--- src/hdl/srnt_pkg.sv ---
package srnt_pkg;

  localparam int MAX_SEGMENTS = 64;
  localparam int AW           = $clog2(MAX_SEGMENTS);
  localparam int CNT_W        = AW + 1;

  localparam int CFG_W        = 7;
  localparam int IDX_W        = 6;
  localparam int KIND_W       = 2;
  localparam int IN_TDATA_W   = 8;
  localparam int OUT_TDATA_W  = 8;

  localparam logic OP_ARRIVE  = 1'b0;
  localparam logic OP_TIMEOUT = 1'b1;

  localparam logic [KIND_W-1:0] KIND_REQUEST  = 2'd0;
  localparam logic [KIND_W-1:0] KIND_COMPLETE = 2'd1;
  localparam logic [KIND_W-1:0] KIND_RANGE    = 2'd2;

endpackage

--- src/hdl/srnt_ram.sv ---
module srnt_ram #(
  parameter int WIDTH = 1,
  parameter int DEPTH = 64
) (
  input  logic                     clk,
  input  logic                     wr_en,
  input  logic [$clog2(DEPTH)-1:0] wr_addr,
  input  logic [WIDTH-1:0]         wr_data,
  input  logic                     rd_en,
  input  logic [$clog2(DEPTH)-1:0] rd_addr,
  output logic [WIDTH-1:0]         rd_data
);

  logic [WIDTH-1:0] mem [DEPTH];

  always_ff @(posedge clk) begin
    if (wr_en) begin
      mem[wr_addr] <= wr_data;
    end
    if (rd_en) begin
      rd_data <= mem[rd_addr];
    end
  end

endmodule

--- src/hdl/segment_reassembly_nack_tracker.sv ---
// Arrival beat: after the write, the lowest-missing pointer climbs past received indices,
//   one bitmap read and check per index, stopping at MAX_SEGMENTS at most.
// Timeout beat: sweeps the bitmap from the lowest missing index up to the highest
//   seen; out_tready low holds the sweep. A completion after other results is its own beat.
// Reset (rst_n low, synchronous): clears control state, then a clearing pass zeroes
//   every bitmap entry with in_tready held low. One item at a time.
module segment_reassembly_nack_tracker (
  input  logic                                clk,
  input  logic                                rst_n,
  input  logic                                cfg_wr_en,
  input  logic [srnt_pkg::CFG_W-1:0]          cfg_wr_data,    // segment_count
  input  logic                                in_tvalid,
  output logic                                in_tready,
  input  logic [srnt_pkg::IN_TDATA_W-1:0]     in_tdata,       // [5:0] segment_index
  input  logic                                in_tuser,       // [0] opcode
  output logic                                out_tvalid,
  input  logic                                out_tready,
  output logic [srnt_pkg::OUT_TDATA_W-1:0]    out_tdata,      // [5:0] missing_index
  output logic [srnt_pkg::KIND_W-1:0]         out_tuser,      // [1:0] result_kind
  output logic                                out_tlast       // last_of_run
);

  localparam logic [2:0] S_CLR      = 3'd0;
  localparam logic [2:0] S_IDLE     = 3'd1;
  localparam logic [2:0] S_SCAN_RD  = 3'd2;
  localparam logic [2:0] S_SCAN_CHK = 3'd3;
  localparam logic [2:0] S_SW_RD    = 3'd4;
  localparam logic [2:0] S_SW_CHK   = 3'd5;
  localparam logic [2:0] S_FIN      = 3'd6;

  localparam int AW    = srnt_pkg::AW;
  localparam int CNT_W = srnt_pkg::CNT_W;
  localparam int CFG_W = srnt_pkg::CFG_W;

  logic [2:0]                   state_r, state_nxt;
  logic [CFG_W-1:0]             cfg_count_r;
  logic [AW-1:0]                clr_r, clr_nxt;
  logic [CNT_W-1:0]             low_r, low_nxt;
  logic [AW-1:0]                high_r, high_nxt;
  logic [AW-1:0]                sweep_r, sweep_nxt;
  logic                         done_r, done_nxt;
  logic                         pend_r, pend_nxt;
  logic [srnt_pkg::KIND_W-1:0]  pend_kind_r, pend_kind_nxt;
  logic [AW-1:0]                pend_idx_r, pend_idx_nxt;

  logic                         out_valid_r, out_valid_nxt;
  logic [srnt_pkg::KIND_W-1:0]  out_kind_r, out_kind_nxt;
  logic [AW-1:0]                out_idx_r, out_idx_nxt;
  logic                         out_last_r, out_last_nxt;

  logic [CNT_W-1:0]             eff_count;
  logic                         complete;
  logic                         out_free;
  logic                         in_fire;
  logic [AW-1:0]                in_idx;
  logic                         in_range;
  logic [CNT_W-1:0]             low_inc;
  logic [CNT_W-1:0]             sweep_inc;

  logic                         mem_we;
  logic [AW-1:0]                mem_waddr;
  logic                         mem_wdata;
  logic                         mem_re;
  logic [AW-1:0]                mem_raddr;
  logic                         mem_rdata;

  srnt_ram #(
    .WIDTH (1),
    .DEPTH (srnt_pkg::MAX_SEGMENTS)
  ) u_map (
    .clk     (clk),
    .wr_en   (mem_we),
    .wr_addr (mem_waddr),
    .wr_data (mem_wdata),
    .rd_en   (mem_re),
    .rd_addr (mem_raddr),
    .rd_data (mem_rdata)
  );

  assign eff_count = (cfg_count_r > CFG_W'(srnt_pkg::MAX_SEGMENTS)) ?
                     CNT_W'(srnt_pkg::MAX_SEGMENTS) : CNT_W'(cfg_count_r);
  assign complete  = (low_r >= eff_count);
  assign out_free  = !out_valid_r || out_tready;
  assign in_tready = (state_r == S_IDLE);
  assign in_fire   = in_tvalid && in_tready;
  assign in_idx    = in_tdata[AW-1:0];
  assign in_range  = (CFG_W'(in_tdata[srnt_pkg::IDX_W-1:0]) < CFG_W'(eff_count));
  assign low_inc   = low_r + CNT_W'(1);
  assign sweep_inc = {1'b0, sweep_r} + CNT_W'(1);

  assign mem_re    = (state_r == S_SCAN_RD) || (state_r == S_SW_RD);
  assign mem_raddr = (state_r == S_SW_RD) ? sweep_r : low_r[AW-1:0];

  assign out_tvalid = out_valid_r;
  assign out_tuser  = out_kind_r;
  assign out_tlast  = out_last_r;
  assign out_tdata  = srnt_pkg::OUT_TDATA_W'(out_idx_r);

  always_comb begin
    state_nxt     = state_r;
    clr_nxt       = clr_r;
    low_nxt       = low_r;
    high_nxt      = high_r;
    sweep_nxt     = sweep_r;
    done_nxt      = done_r;
    pend_nxt      = pend_r;
    pend_kind_nxt = pend_kind_r;
    pend_idx_nxt  = pend_idx_r;
    mem_we        = 1'b0;
    mem_waddr     = clr_r;
    mem_wdata     = 1'b0;
    out_valid_nxt = out_valid_r && !out_tready;
    out_kind_nxt  = out_kind_r;
    out_idx_nxt   = out_idx_r;
    out_last_nxt  = out_last_r;

    case (state_r)
      S_CLR: begin
        mem_we  = 1'b1;
        clr_nxt = clr_r + AW'(1);
        if (clr_r == AW'(srnt_pkg::MAX_SEGMENTS - 1)) begin
          state_nxt = S_IDLE;
        end
      end
      S_IDLE: begin
        if (in_fire && !done_r) begin
          if (in_tuser == srnt_pkg::OP_ARRIVE) begin
            if (!in_range) begin
              pend_nxt      = 1'b1;
              pend_kind_nxt = srnt_pkg::KIND_RANGE;
              pend_idx_nxt  = '0;
              state_nxt     = S_FIN;
            end else begin
              mem_we    = 1'b1;
              mem_waddr = in_idx;
              mem_wdata = 1'b1;
              if (in_idx > high_r) begin
                high_nxt = in_idx;
              end
              if ({1'b0, in_idx} == low_r) begin
                low_nxt = low_inc;
                if (low_inc == CNT_W'(srnt_pkg::MAX_SEGMENTS)) begin
                  state_nxt = S_FIN;
                end else begin
                  state_nxt = S_SCAN_RD;
                end
              end else begin
                state_nxt = S_FIN;
              end
            end
          end else begin
            if (low_r >= {1'b0, high_r}) begin
              state_nxt = S_FIN;
            end else begin
              sweep_nxt = low_r[AW-1:0];
              state_nxt = S_SW_RD;
            end
          end
        end
      end
      S_SCAN_RD: begin
        state_nxt = S_SCAN_CHK;
      end
      S_SCAN_CHK: begin
        if (mem_rdata) begin
          low_nxt = low_inc;
          if (low_inc == CNT_W'(srnt_pkg::MAX_SEGMENTS)) begin
            state_nxt = S_FIN;
          end else begin
            state_nxt = S_SCAN_RD;
          end
        end else begin
          state_nxt = S_FIN;
        end
      end
      S_SW_RD: begin
        state_nxt = S_SW_CHK;
      end
      S_SW_CHK: begin
        if (!mem_rdata && pend_r && !out_free) begin
          state_nxt = S_SW_CHK;
        end else begin
          if (!mem_rdata) begin
            if (pend_r) begin
              out_valid_nxt = 1'b1;
              out_kind_nxt  = pend_kind_r;
              out_idx_nxt   = pend_idx_r;
              out_last_nxt  = 1'b0;
            end
            pend_nxt      = 1'b1;
            pend_kind_nxt = srnt_pkg::KIND_REQUEST;
            pend_idx_nxt  = sweep_r;
          end
          sweep_nxt = sweep_inc[AW-1:0];
          if (sweep_inc == {1'b0, high_r}) begin
            state_nxt = S_FIN;
          end else begin
            state_nxt = S_SW_RD;
          end
        end
      end
      S_FIN: begin
        if (pend_r) begin
          if (out_free) begin
            out_valid_nxt = 1'b1;
            out_kind_nxt  = pend_kind_r;
            out_idx_nxt   = pend_idx_r;
            out_last_nxt  = !complete;
            pend_nxt      = 1'b0;
            if (!complete) begin
              state_nxt = S_IDLE;
            end
          end
        end else if (complete) begin
          if (out_free) begin
            out_valid_nxt = 1'b1;
            out_kind_nxt  = srnt_pkg::KIND_COMPLETE;
            out_idx_nxt   = '0;
            out_last_nxt  = 1'b1;
            done_nxt      = 1'b1;
            state_nxt     = S_IDLE;
          end
        end else begin
          state_nxt = S_IDLE;
        end
      end
      default: begin
        state_nxt = S_IDLE;
      end
    endcase
  end

  always_ff @(posedge clk) begin
    if (!rst_n) begin
      state_r     <= S_CLR;
      cfg_count_r <= CFG_W'(1);
      clr_r       <= '0;
      low_r       <= '0;
      high_r      <= '0;
      sweep_r     <= '0;
      done_r      <= 1'b0;
      pend_r      <= 1'b0;
      out_valid_r <= 1'b0;
    end else begin
      state_r     <= state_nxt;
      clr_r       <= clr_nxt;
      low_r       <= low_nxt;
      high_r      <= high_nxt;
      sweep_r     <= sweep_nxt;
      done_r      <= done_nxt;
      pend_r      <= pend_nxt;
      out_valid_r <= out_valid_nxt;
      if (cfg_wr_en) begin
        cfg_count_r <= cfg_wr_data;
      end
    end
  end

  always_ff @(posedge clk) begin
    pend_kind_r <= pend_kind_nxt;
    pend_idx_r  <= pend_idx_nxt;
    out_kind_r  <= out_kind_nxt;
    out_idx_r   <= out_idx_nxt;
    out_last_r  <= out_last_nxt;
  end

endmodule

--- config.mk ---
export PLATFORM = sky130hd
export DESIGN_NAME = segment_reassembly_nack_tracker
export DESIGN_NICKNAME = d
export VERILOG_FILES = /design/src/hdl/srnt_pkg.sv /design/src/hdl/srnt_ram.sv /design/src/hdl/segment_reassembly_nack_tracker.sv
export SDC_FILE = /design/constraint.sdc
export NUM_CORES = 1
export LEC_CHECK = 0
export BUFFER_PORTS_ARGS = -buffer_cell sky130_fd_sc_hd__buf_4
export CORE_MARGIN = 2
export CORE_UTILIZATION = 35
export CTS_BUF_LIST = sky130_fd_sc_hd__clkbuf_8 sky130_fd_sc_hd__clkbuf_16
export CTS_CLUSTER_DIAMETER = 150
export CTS_CLUSTER_SIZE = 8
export DETAILED_ROUTE_END_ITERATION = 7
export HOLD_SLACK_MARGIN = 0.1
export PLACE_DENSITY_LB_ADDON = 0.08
export SLEW_MARGIN = 20
export SYNTH_ARGS = -nofsm -noshare
export SYNTH_HDL_FRONTEND = slang
export SYNTH_SLANG_ARGS = --single-unit
--- constraint.sdc ---
create_clock -name clk -period 4.6 [get_ports clk]
set_input_delay 0.92 -clock clk [delete_from_list [all_inputs] [get_ports clk]]
set_output_delay 0.92 -clock clk [all_outputs]
set_load 0.03 [all_outputs]
Yosys cells after proc, flatten, opt, wreduce, memory -nomap -nowiden
Memory sizes are Yosys's and may differ from the RTL's. A register that Yosys moved wholly into a read port is not among the register bits.
Cells that the tools add are included.
{"block": "op_classes", "add_sub_neg": 3, "magnitude_cmp": 5, "n_eq_ne": 27, "n_mux": 91, "n_bitwise": 2, "reduce_logical": 26}
{"operator": "$mux W6", "count": 21}
{"operator": "$mux W7", "count": 6}
{"operator": "$mux W3", "count": 12}
{"operator": "$pmux W6 S2", "count": 3}
{"operator": "$mux W2", "count": 15}
{"operator": "$mux W1", "count": 26}
{"operator": "$reduce_and A6 Y1", "count": 4}
{"operator": "$pmux W3 S7", "count": 1}
{"operator": "$ne A2 B2 Y1 const B", "count": 8}
{"operator": "$reduce_and A5 Y1", "count": 3}
{"operator": "$pmux W7 S2", "count": 1}
{"operator": "$ne A3 B3 Y1 const B", "count": 4}
{"operator": "$ne A2 B1 Y1 const B", "count": 5}
{"operator": "$eq A3 B3 Y1 const B", "count": 3}
{"operator": "$pmux W2 S2", "count": 2}
{"operator": "$add A6 B1 Y7 const B", "count": 1}
{"operator": "$add A7 B1 Y7 const B", "count": 1}
{"operator": "$eq A6 B7 Y1", "count": 1}
{"operator": "$eq A7 B6 Y1", "count": 1}
{"operator": "$eq A7 B7 Y1 const B", "count": 1}
{"operator": "$ge A7 B6 Y1", "count": 1}
{"operator": "$ge A7 B7 Y1", "count": 1}
{"operator": "$gt A7 B7 Y1 const B", "count": 1}
{"operator": "$lt A6 B7 Y1", "count": 1}
{"operator": "15 further kinds", "count": 31}
{"block": "word_totals", "register_bits": 55, "mem_bits_rw": 64, "inputBits": 21, "output_inout_bits": 13, "word_cells": 169, "mem_count": 1}
{"name": "u_map.mem", "words": 64, "word_bits": 1, "rd": 1, "rd_clocked_by_memory_dff": 1, "wr": 1, "line": "srnt_ram.sv:14", "text": "logic [WIDTH-1:0] mem [DEPTH];"}

Logic depth before layout (Yosys ltp)
Gate-level depths: netlist of the first run.
{"block": "depth", "depth_word": 9, "mapped_depth": 12, "mapped_depth_nobuf": 10}

Modules after synthesis
A second synthesis of the first run with hierarchy kept.
{"block": "unflattened", "hier_cells": 610, "hier_area_um2": 6421.2}
{"mod": "segment_reassembly_nack_tracker", "instances": 1, "cells_each": 405, "area_each_um2": 3474.6, "seq_area_each_um2": 1241.2}
{"mod": "srnt_ram", "instances": 1, "cells_each": 205, "area_each_um2": 2946.6, "seq_area_each_um2": 1951.9}

Worst setup path after synthesis of the first run
Ideal clock, no wire load.
{"block": "synth_path", "path_kind": "input port to flip-flop", "start": "input in_tdata[4] (netlist name)", "end": "memory u_map.mem[16] (enable)", "setup_ps": 300, "arrival_ps": 3436, "required_time_ps": 4300, "path_slack_ps": 864, "cell_stages": 9, "path_buffers": 1, "path_cell_list": "ha_1 > a21o_1 > a21o_1 > a211o_1 > a2111oi_4 > buf_6 > mux2i_1 > nand2_1 > nor2_1"}
{"block": "synth_via", "elab_chain_len": 7, "word_cells_on_any_way": 11, "classes_between": "order compare (1); mux (10)"}
{"item": "from (decl)", "line": "segment_reassembly_nack_tracker.sv:14", "text": "input logic [srnt_pkg::IN_TDATA_W-1:0] in_tdata,"}
{"item": "$lt A6 B7 Y1", "line": "segment_reassembly_nack_tracker.sv:87", "text": "assign in_range = (CFG_W'(in_tdata[srnt_pkg::IDX_W-1:0]) < CFG_W'(eff_count));"}
{"item": "$mux W1", "line": "segment_reassembly_nack_tracker.sv:128", "text": "if (!in_range) begin"}
{"item": "$mux W1", "line": "segment_reassembly_nack_tracker.sv:127", "text": "if (in_tuser == srnt_pkg::OP_ARRIVE) begin"}
{"item": "$mux W1", "line": "segment_reassembly_nack_tracker.sv:126", "text": "if (in_fire && !done_r) begin"}
{"item": "$pmux W1 S2", "line": "segment_reassembly_nack_tracker.sv:117", "text": "case (state_r)"}
{"item": "$mux W1", "line": "srnt_ram.sv:17", "text": "if (wr_en) begin"}
{"item": "$mux W1 (not written as such)", "line": "srnt_ram.sv:18", "text": "mem[wr_addr] <= wr_data;"}
{"item": "to (decl)", "line": "srnt_ram.sv:14"}
Parallel ways exist; a longest one is shown, timed or not.

Worst setup path after layout of the first run
{"block": "layout_path", "start": "input in_tdata[4] (netlist name)", "end": "memory u_map.mem[63] (enable)"}
The elaborated chain is that of the path after synthesis.

==> impl_metrics.env, run 1 <==
export IMPL_grt_usage=0.168
export IMPL_grt_ovfl_total=0
export IMPL_cp_startpoint="in_tdata[4]"
export IMPL_vdd_ir_drop_max_v=0.000255
export IMPL_antenna_cells=0
export IMPL_cts_resized=0
export IMPL_firstDrtPassIters=5
export IMPL_dieArea_um2=20200
export IMPL_pwr_density_cell_nw_per_um2=347
export IMPL_drive_gt1_frac=0.131
export IMPL_switching_power_mw=0.548
export IMPL_dpl_instance_area_um2=7060
export IMPL_tightest_slew_ps=1030
export IMPL_num_rows=50
export IMPL_routed_wl_mm=15.7
export IMPL_combPwrFrac=0.047
export IMPL_required_ps=4720
export IMPL_clock_latency_ps=420
export IMPL_drt_iter0_drc=354
export IMPL_grt_pass1_wl_mm=25.9
export IMPL_ys_ff_latch=119
export IMPL_worstHoldStart="cfg_count_r[1]$_SDFFE_PN0P_"
export IMPL_ys_warn_count=0
export IMPL_setup_violations_final=0
export IMPL_drc=0
export IMPL_fin_util=0.411
export IMPL_timing_rr_start="cfg_count_r[6]$_SDFFE_PN0P_"
export IMPL_drt_vias_per_instance=5.18
export IMPL_p_int_mw=2.11
export IMPL_fin_crit_sh=0.769
export IMPL_cts_htree_levels=4
export IMPL_clkTransAtPathRegs_ps=60
export IMPL_place_inst=887
export IMPL_hold_path_depth=2
export IMPL_ctsRootBufferMaster="clkbuf_16"
export IMPL_cts_setup_buffers=0
export IMPL_relSlewSlack=0.315
export IMPL_cts_hold_buf=0
export IMPL_final_hold_viol_count=0
export IMPL_rsz0062_at_grt="no"
export IMPL_tritoncts="yes"
export IMPL_grt_max_degree=49
export IMPL_outcome="complete, no violations"
export IMPL_area_growth_pct=15.1
export IMPL_holdWs_ps=498
export IMPL_fp_dieW_um=142
export IMPL_async_reset_ff_frac=0
export IMPL_num_vias=4763
export IMPL_whs_endpoint="cfg_count_r[1]$_SDFFE_PN0P_"
export IMPL_hp_class="reg -> reg"
export IMPL_synth_edf_count=81
export IMPL_cts_sinks=119
export IMPL_wl_per_cell_um=17.1
export IMPL_fin_cells=919
export IMPL_cp_max_fo=34
export IMPL_cts_buffers=17
export IMPL_p_clk_frac=0.522
export IMPL_ys_seq_area_frac=0.478
export IMPL_final_nets=723
export IMPL_antenna_left=0
export IMPL_r2r_setup_slack_ps=1080
export IMPL_netlist_area_um2=6670
export IMPL_antenna_found_initial=0
export IMPL_postSynthCellCount=655
export IMPL_swShare=0.206
export IMPL_syn_avg_cell_area_um2=10.2
export IMPL_r2r_end="u_map.mem[63]$_DFFE_PP_"
export IMPL_seqPwrFrac=0.431
export IMPL_die_h_um=142
export IMPL_synth_area_leaders="edfxtp_1 (36%), dfxtp_1 (11%), mux2i_1 (8.2%), nor2_1 (6.0%), ha_1 (5.6%)"
export IMPL_cp_slowest_stage_delay_ps=430
export IMPL_first_global_vias=4731
export IMPL_leakage_nw=3.01
export IMPL_r2r_cells=11
export IMPL_start_util=0.357
export IMPL_dpl_hpwl_mm=11.2
export IMPL_synth_top_area_frac=0.364
export IMPL_arrival_ps=3660
export IMPL_critPathKind="in -> reg"
export IMPL_core_area_um2=18700
export IMPL_fin_worst_skew_ps=7.54
export IMPL_max_freq_mhz=283
export IMPL_port_buffers=29
export IMPL_finalWorstPathRequiredPeriod_ps=3540
export IMPL_worstPathCellList="buf_4, ha_1, a21o_1, a21o_1, a211o_1, a2111oi_4, buf_4, mux2i_1, nand2_1, nor2_1"
export IMPL_cts_max_path_buffers=2
export IMPL_finalSetupTns_ps=0
export IMPL_crit_path_start_kind="input port"
export IMPL_endpoint_kind="register"
export IMPL_stdcell_area_um2=7680
export IMPL_critPathSlowestCell="buf_4"
export IMPL_num_io_pins=34
export IMPL_globalplace_congestion=0.825
export IMPL_cap_violations=0
export IMPL_synth_top_cell_by_area="edfxtp_1"
export IMPL_synth_cell_types=59
export IMPL_slew_viol_final=0
export IMPL_synth_ff_type="edfxtp_1"
[worst max-delay path, delay by kind of cell]
kind / cells / cell delay, ps
AO/OA/AOI/OAI: 4 / 1020
adder cells (fa/ha/maj): 1 / 300
buffers and inverters: 2 / 580
multiplexers: 1 / 310
AND/OR/NAND/NOR: 2 / 500
[kinds of logic after synthesis]
kind of cell / share of synthesized area
xor gates and xnor gates: 0.0289
adders and majority gates: 0.0577
buffers and inverters: 0.0377
AOI/OAI and AO/OA: 0.0975
DFF: 0.478
muxes: 0.102
other: 0.000562
and+or+nand+nor: 0.198
[metrics by stage]
stage / setup slack [ps] / power, mW
floorplan: 864 / 1.25
global placement: 697 / 1.29
detailed placement: 623 / 1.30
CTS: 1060 / 2.69
global route: 738 / 2.76
finish: 1060 / 2.66
[worst max path at each step]
| stage | end | slack (ps) | cells after the start |
|---|---|---|---|
| floorplan | u_map.mem[16]$_DFFE_PP_ | 860 | 9 |
| global route | u_map.mem[63]$_DFFE_PP_ | 740 | 11 |
| CTS | u_map.mem[47]$_DFFE_PP_ | 1060 | 11 |
| detailed placement | u_map.mem[47]$_DFFE_PP_ | 620 | 10 |
| global placement | u_map.mem[58]$_DFFE_PP_ | 700 | 10 |
| finish | u_map.mem[63]$_DFFE_PP_ | 1060 | 10 |
[cells in the final DEF (no fill, tap or decap), drive strengths merged, types with 3 or more instances in the layout]
cell,instances
bufinv,4
clkbuf,19
inv,21
xnor2,14
xor2,8
edfxtp,81
a22oi,3
o21ai,16
o31ai,11
nand2b,20
nor4,4
and3,4
nor2b,14
o2111ai,5
nand3,29
ha,30
nand4,4
a31oi,5
nor2,106
and2,6
nor3,10
nand2,51
clkinv,6
a211o,3
a21o,8
a21oi,20
dfxtp,38
and3b,3
mux2,11
mux2i,55
o21a,6
or3,4
nor3b,8
buf,35
[layer usage]
layer,track usage,routed length (um)
met3,0.0367,537
met5,0,0
met1,0.241,8020
met4,0.0484,217
met2,0.253,6930
[Yosys cell counts, types with 2 or more instances]
library cell	number
nor2_1	106
edfxtp_1	81
mux2i_1	55
nand2_1	49
dfxtp_1	38
ha_1	30
nand3_1	29
clkbuf_1	23
a21oi_1	20
inv_1	18
o21ai_0	16
nor2b_1	14
xnor2_1	14
nand2b_1	13
o31ai_1	11
mux2_2	10
nor3_1	10
buf_2	9
a21o_1	8
xor2_1	8
nor3b_1	7
and2_1	6
nand2b_4	6
a31oi_1	5
o2111ai_1	5
o21a_1	5
and3_1	4
nand4_1	4
nor4_1	4
or3_1	4
a211o_1	3
a22oi_1	3
and3b_1	3
buf_6	3
and4_1	2
buf_4	2
nand2_2	2
o211ai_1	2
o32ai_1	2
or4_1	2
[power groups by stage]
stage	clock network, mW	registers [mW]	logic (mW)
2_1_floorplan	0	1.16	0.0884
3_3_place_gp	0	1.17	0.122
3_5_place_dp	0	1.17	0.125
4_1_cts	1.42	1.15	0.126
5_1_grt	1.47	1.15	0.140
6_report	1.39	1.15	0.124
[state kept, by name (all words and copies together), names as in the netlist]
name	cells
cfg_count_r	7
clr_r	6
done_r	1
high_r	6
low_r	7
out_idx_r	6
out_tlast	1
out_tuser	2
out_tvalid	1
pend_idx_r	6
pend_kind_r	1
pend_r	1
state_r	3
sweep_r	6
u_map.mem	64
u_map.rd_data	1
[area by class of cell]
class / instances / area, um^2
clock buffers: 19 / 453
multi-input cells: 481 / 3250
fillers: 1861 / 11000
repair buffers: 35 / 263
inverters: 18 / 67.6
well taps: 234 / 293
clock inverters: 13 / 164
flip-flops and latches: 119 / 3190
(Power assumes the default switching activity.)
==> run 2, diff against run 1 <==
- clock period: 4.6 -> 3 ns (I/O delays scaled with it)
==> impl_metrics.env, run 2 (same netlist as run 1, synthesis figures left out) <==
export IMPL_hold_path_depth=3
export IMPL_antenna_left=0
export IMPL_globalplace_congestion=0.809
export IMPL_cts_max_path_buffers=2
export IMPL_r2r_setup_slack_ps=20
export IMPL_p_clk_frac=0.502
export IMPL_holdWs_ps=405
export IMPL_worstPathCellList="inv_4, nand2_4, ha_4, a21o_1, a21o_1, a211o_1, a2111oi_4, buf_4, buf_12, buf_12, mux2_4, nand2_2, buf_12, nor2_1"
export IMPL_cp_max_fo=8
export IMPL_cts_buffers=17
export IMPL_start_util=0.357
export IMPL_antenna_cells=0
export IMPL_num_rows=50
export IMPL_hp_class="in -> reg"
export IMPL_routed_wl_mm=16.6
export IMPL_r2r_end="u_map.mem[58]$_DFFE_PP_"
export IMPL_critPathKind="reg -> reg"
export IMPL_firstDrtPassIters=7
export IMPL_fin_util=0.447
export IMPL_first_global_vias=5007
export IMPL_rsz0062_at_grt="yes"
export IMPL_final_cell_mix="buf_4 (82), edfxtp_1 (81), nor2_1 (74)"
export IMPL_critPathSlowestCell="mux2_4"
export IMPL_required_ps=3180
export IMPL_max_freq_mhz=336
export IMPL_cts_htree_levels=4
export IMPL_num_io_pins=34
export IMPL_dieArea_um2=20200
export IMPL_cts_hold_buf=0
export IMPL_fin_cells=974
export IMPL_place_inst=937
export IMPL_cp_slowest_stage_delay_ps=340
export IMPL_whs_endpoint="cfg_count_r[0]$_SDFFE_PN1P_"
export IMPL_setup_violations_final=0
export IMPL_final_nets=778
export IMPL_crit_path_start_kind="register"
export IMPL_vdd_ir_drop_max_v=0.000375
export IMPL_area_growth_pct=25.3
export IMPL_final_common_cell="buf_4"
export IMPL_leakage_nw=3.35
export IMPL_tightest_slew_ps=729
export IMPL_fill_cells=1789
export IMPL_tritoncts="yes"
export IMPL_switching_power_mw=0.861
export IMPL_wl_per_cell_um=17.0
export IMPL_port_buffers=29
export IMPL_pwr_density_cell_nw_per_um2=481
export IMPL_slew_viol_final=0
export IMPL_p_int_mw=3.16
export IMPL_swShare=0.214
export IMPL_fin_worst_skew_ps=12.1
export IMPL_crit_top_cell="buf_12"
export IMPL_register_area_um2=3190
export IMPL_drt_vias_per_instance=5.18
export IMPL_outcome="complete, no violations"
export IMPL_clock_latency_ps=420
export IMPL_top_register="u_map.mem"
export IMPL_num_vias=5043
export IMPL_fp_dieW_um=142
export IMPL_grt_ovfl_total=0
export IMPL_ctsRootBufferMaster="clkbuf_16"
export IMPL_timing_rr_start="cfg_count_r[6]$_SDFFE_PN0P_"
export IMPL_relSlewSlack=0.513
export IMPL_fin_crit_sh=0.992
export IMPL_cap_violations=0
export IMPL_grt_usage=0.175
export IMPL_combPwrFrac=0.060
export IMPL_clkTransAtPathRegs_ps=60
export IMPL_seqPwrFrac=0.437
export IMPL_path_delay_family="compound AO/OA/AOI/OAI gates"
export IMPL_top_regs="u_map.mem: 64 flops, cfg_count_r: 7 flops, low_r: 7 flops"
export IMPL_multiInputGateArea_um2=3450
export IMPL_grt_max_degree=49
export IMPL_dpl_hpwl_mm=11.8
export IMPL_stdcell_area_um2=8360
export IMPL_die_h_um=142
export IMPL_endpoint_kind="register"
export IMPL_core_area_um2=18700
export IMPL_cts_sinks=119
export IMPL_drive_gt1_frac=0.258
export IMPL_dpl_instance_area_um2=7560
export IMPL_antenna_found_initial=0
export IMPL_arrival_ps=3160
export IMPL_drc=0
export IMPL_r2r_cells=14
export IMPL_drt_iter0_drc=414
export IMPL_final_hold_viol_count=0
export IMPL_finalWorstPathRequiredPeriod_ps=2980
export IMPL_critPathBufInv=5
export IMPL_largest_reg_flops=64
export IMPL_worstHoldStart="cfg_wr_data[0]"
export IMPL_grt_pass1_wl_mm=27.0
==> run 2: changes by cell type in the layout (fill, tap and decap cells not counted), sizes merged <==
cell      previous run  this run
buf                 35        90
bufinv               4         3
clkbuf              19        18
clkinv               6         5
clkinvlp             0         2
inv                 21        22
==> run 2: what timing repair did <==
item,4_1_cts,5_1_grt
setup endpoints to repair,64,64
gates resized for setup,29,26
buffers inserted,4,1
pin swaps,6,4
gates cloned,1,0
==> run 2: layout make-up <==
type / count / area share
Clock inverter: 14 / 0.0171
Multi-Input combinational cell: 481 / 0.413
Clock buffer: 18 / 0.0525
Tap cell: 234 / 0.0350
Sequential cell: 119 / 0.382
Timing Repair Buffer: 90 / 0.0922
Inverter: 18 / 0.00838
==> run 2: layer usage <==
metal	vias to the layer above	global-route usage	part of all wire
met5	-	0	0
met4	0	0.0616	0.014
met3	17	0.0357	0.035
met2	96	0.267	0.45
met1	2431	0.246	0.50
li1	2499	-	-
==> run 2: stage by stage <==
stage               power, mW  TNS (ps)  setup slack (ps)
finish                   4.02         0              23.9
global route             4.18     -6000              -122
CTS                      4.06      -339             -31.0
detailed placement       2.02    -14820              -283
global placement         2.02    -12700              -228
floorplan                1.92     -8520              -224
==> run 2: power by group through the flow <==
| stage | clock, mW | sequential [mW] | combinational [mW] |
|---|---|---|---|
| 2_1_floorplan | 0 | 1.79 | 0.138 |
| 3_5_place_dp | 0 | 1.79 | 0.230 |
| 3_3_place_gp | 0 | 1.79 | 0.226 |
| 6_report | 2.02 | 1.76 | 0.243 |
| 5_1_grt | 2.15 | 1.76 | 0.267 |
| 4_1_cts | 2.06 | 1.76 | 0.238 |
==> run 2: worst max-delay path by stage <==
stage | startpoint | end | slack [ps] | depth (start not counted)
after global routing | cfg_count_r[6]$_SDFFE_PN0P_ | u_map.mem[31]$_DFFE_PP_ | -120 | 13
after detailed placement | in_tdata[4] | u_map.mem[23]$_DFFE_PP_ | -280 | 10
after global placement | in_tdata[4] | u_map.mem[7]$_DFFE_PP_ | -230 | 10
after CTS | cfg_count_r[6]$_SDFFE_PN0P_ | u_map.mem[7]$_DFFE_PP_ | -30 | 13
after floorplan | in_tdata[4] | u_map.mem[16]$_DFFE_PP_ | -220 | 9
final | cfg_count_r[6]$_SDFFE_PN0P_ | u_map.mem[58]$_DFFE_PP_ | 20 | 14
==> run 2: tightest hold or removal path, cell delays in order <==
cell,delay [ps]
buf_4,80
mux2i_1,50
nand2_1,60
==> run 3, diff against run 2 <==
==> constraint.sdc (replaced) <==
create_clock -name clk -period 3 [get_ports clk]
set_input_delay 0.75 -clock clk [delete_from_list [all_inputs] [get_ports clk]]
set_output_delay 0.75 -clock clk [all_outputs]
set_load 0.03 [all_outputs]
==> impl_metrics.env, run 3 (same netlist as run 1, synthesis figures left out) <==
export IMPL_outcome="complete, no violations"
export IMPL_dpl_hpwl_mm=11.8
export IMPL_num_rows=50
export IMPL_fin_util=0.439
export IMPL_finalSetupTns_ps=0
export IMPL_clock_latency_ps=420
export IMPL_cts_max_path_buffers=2
export IMPL_setup_violations_final=0
export IMPL_cts_hold_buf=0
export IMPL_timing_rr_start="cfg_count_r[6]$_SDFFE_PN0P_"
export IMPL_p_int_mw=3.13
export IMPL_num_io_pins=34
export IMPL_start_util=0.357
export IMPL_cp_slowest_stage_delay_ps=330
export IMPL_swShare=0.217
export IMPL_largest_reg_flops=64
export IMPL_final_common_cell="nor2_1"
export IMPL_r2r_end="u_map.mem[16]$_DFFE_PP_"
export IMPL_combPwrFrac=0.059
export IMPL_wl_per_cell_um=17.0
export IMPL_r2r_setup_slack_ps=90
export IMPL_fin_worst_skew_ps=11.2
export IMPL_cp_max_fo=8
export IMPL_drc=0
export IMPL_num_vias=4972
export IMPL_cts_buffers=17
export IMPL_cap_violations=0
export IMPL_leakage_nw=3.32
export IMPL_crit_path_start_kind="register"
export IMPL_pwr_density_cell_nw_per_um2=486
export IMPL_drt_iter0_drc=405
export IMPL_clkTransAtPathRegs_ps=60
export IMPL_fin_crit_sh=0.970
export IMPL_drt_vias_per_instance=5.14
export IMPL_fp_dieW_um=142
export IMPL_hp_class="reg -> reg"
export IMPL_vdd_ir_drop_max_v=0.000382
export IMPL_cts_sinks=119
export IMPL_area_growth_pct=23.0
export IMPL_core_area_um2=18700
export IMPL_holdWs_ps=507
export IMPL_final_hold_viol_count=0
export IMPL_endpoint_kind="register"
export IMPL_antenna_found_initial=0
export IMPL_grt_max_degree=49
export IMPL_antenna_cells=0
export IMPL_drive_gt1_frac=0.225
export IMPL_firstDrtPassIters=6
export IMPL_whs_endpoint="cfg_count_r[2]$_SDFFE_PN0P_"
export IMPL_top_register="u_map.mem"
export IMPL_dieArea_um2=20200
export IMPL_grt_ovfl_total=0
export IMPL_critPathKind="reg -> reg"
export IMPL_max_freq_mhz=344
export IMPL_rsz0062_at_grt="yes"
export IMPL_finalWorstPathRequiredPeriod_ps=2910
export IMPL_grt_pass1_wl_mm=26.4
export IMPL_tritoncts="yes"
export IMPL_cts_htree_levels=4
export IMPL_tightest_slew_ps=681
export IMPL_relSlewSlack=0.544
export IMPL_worstHoldStart="cfg_count_r[2]$_SDFFE_PN0P_"
export IMPL_layout_setup_ws_ps=89.1
export IMPL_port_buffers=29
export IMPL_critPathSlowestCell="dfxtp_2"
export IMPL_die_h_um=142
export IMPL_p_clk_frac=0.500
export IMPL_ctsRootBufferMaster="clkbuf_16"
export IMPL_final_nets=771
export IMPL_final_cell_mix="nor2_1 (96), edfxtp_1 (81), buf_4 (78)"
export IMPL_globalplace_congestion=0.789
export IMPL_worstPathCellList="inv_4, nand2_4, ha_4, a21o_1, a21o_1, a211o_1, a2111oi_4, buf_6, buf_6, mux2i_4, nand2_4, nor2_1"
export IMPL_first_global_vias=4922
export IMPL_switching_power_mw=0.867
export IMPL_arrival_ps=3040
export IMPL_pre_cts_ws_ps=-410
export IMPL_routed_wl_mm=16.4
export IMPL_top_regs="u_map.mem: 64 flops, cfg_count_r: 7 flops, low_r: 7 flops"
export IMPL_slew_viol_final=0
export IMPL_hold_path_depth=2
export IMPL_r2r_cells=12
export IMPL_seqPwrFrac=0.441
export IMPL_required_ps=3130
export IMPL_grt_usage=0.171
export IMPL_antenna_left=0
-- run 3: changes by cell type in the layout (fill, tap and decap cells not counted), moves of 4 or more --
| cell | previous run | this run |
|---|---|---|
| nor2_1 | 74 | 96 |
| nor2_2 | 29 | 9 |
| buf_12 | 7 | 3 |
| buf_4 | 82 | 78 |
-- run 3: metrics by stage --
step	area, um^2	cells	total power, mW
after floorplan	6760	656	1.92
after global placement	7510	933	2.02
after detailed placement	7510	933	2.02
after CTS	8160	965	4.02
after global routing	8210	967	4.12
final	8210	967	3.99
-- run 3: how the worst max path moves through the flow --
stage	startpoint	slack, ps	endpoint
floorplan	in_tdata[4]	-370	u_map.mem[16]$_DFFE_PP_
global placement	in_tdata[4]	-370	u_map.mem[54]$_DFFE_PP_
detailed placement	in_tdata[4]	-410	u_map.mem[28]$_DFFE_PP_
CTS	cfg_count_r[6]$_SDFFE_PN0P_	2	u_map.mem[9]$_DFFE_PP_
global route	cfg_count_r[6]$_SDFFE_PN0P_	-20	u_map.mem[18]$_DFFE_PP_
finish	cfg_count_r[6]$_SDFFE_PN0P_	90	u_map.mem[16]$_DFFE_PP_
-- run 3: critical path: cells and delay by family, from the launching register on --
family / cells / cell delay [ps]
buffers and inverters: 3 / 450
AND/OR/NAND/NOR: 3 / 320
flip-flops: 1 / 330
AO/OA/AOI/OAI: 4 / 960
multiplexers: 1 / 310
adder cells (fa/ha/maj): 1 / 230
-- run 3: per-layer routing --
metal	share of wire	wire length [um]	GRT usage	vias up
met3	0.041	667	0.0373	15
met4	0.016	269	0.0547	0
met5	0	0	0	-
li1	-	-	-	2482
met1	0.48	7950	0.234	2374
met2	0.46	7530	0.270	101
-- run 3: cell type report --
| cell class | count | area, um^2 |
|---|---|---|
| Fill cell | 1785 | 10500 |
| Multi-Input combinational cell | 481 | 3410 |
| Sequential cell | 119 | 3190 |
| Timing Repair Buffer | 83 | 668 |
| Clock buffer | 20 | 467 |
| Tap cell | 234 | 293 |
| Clock inverter | 12 | 113 |
| Inverter | 18 | 70.1 |
-- run 3: power by group through the flow --
| stage | combinational [mW] | sequential [mW] | clock, mW |
|---|---|---|---|
| after floorplan | 0.138 | 1.79 | 0 |
| after global placement | 0.224 | 1.79 | 0 |
| after detailed placement | 0.229 | 1.79 | 0 |
| after CTS | 0.233 | 1.76 | 2.03 |
| after global routing | 0.261 | 1.76 | 2.10 |
| final | 0.236 | 1.76 | 2.00 |
-- run 3: what timing repair did --
item | in CTS | in global routing
resized for setup | 16 | 13
endpoints found under the setup margin | 64 | 60
setup buffers | 0 | 2
pin swaps | 3 | 3
endpoints found under the hold margin | 0 | 0
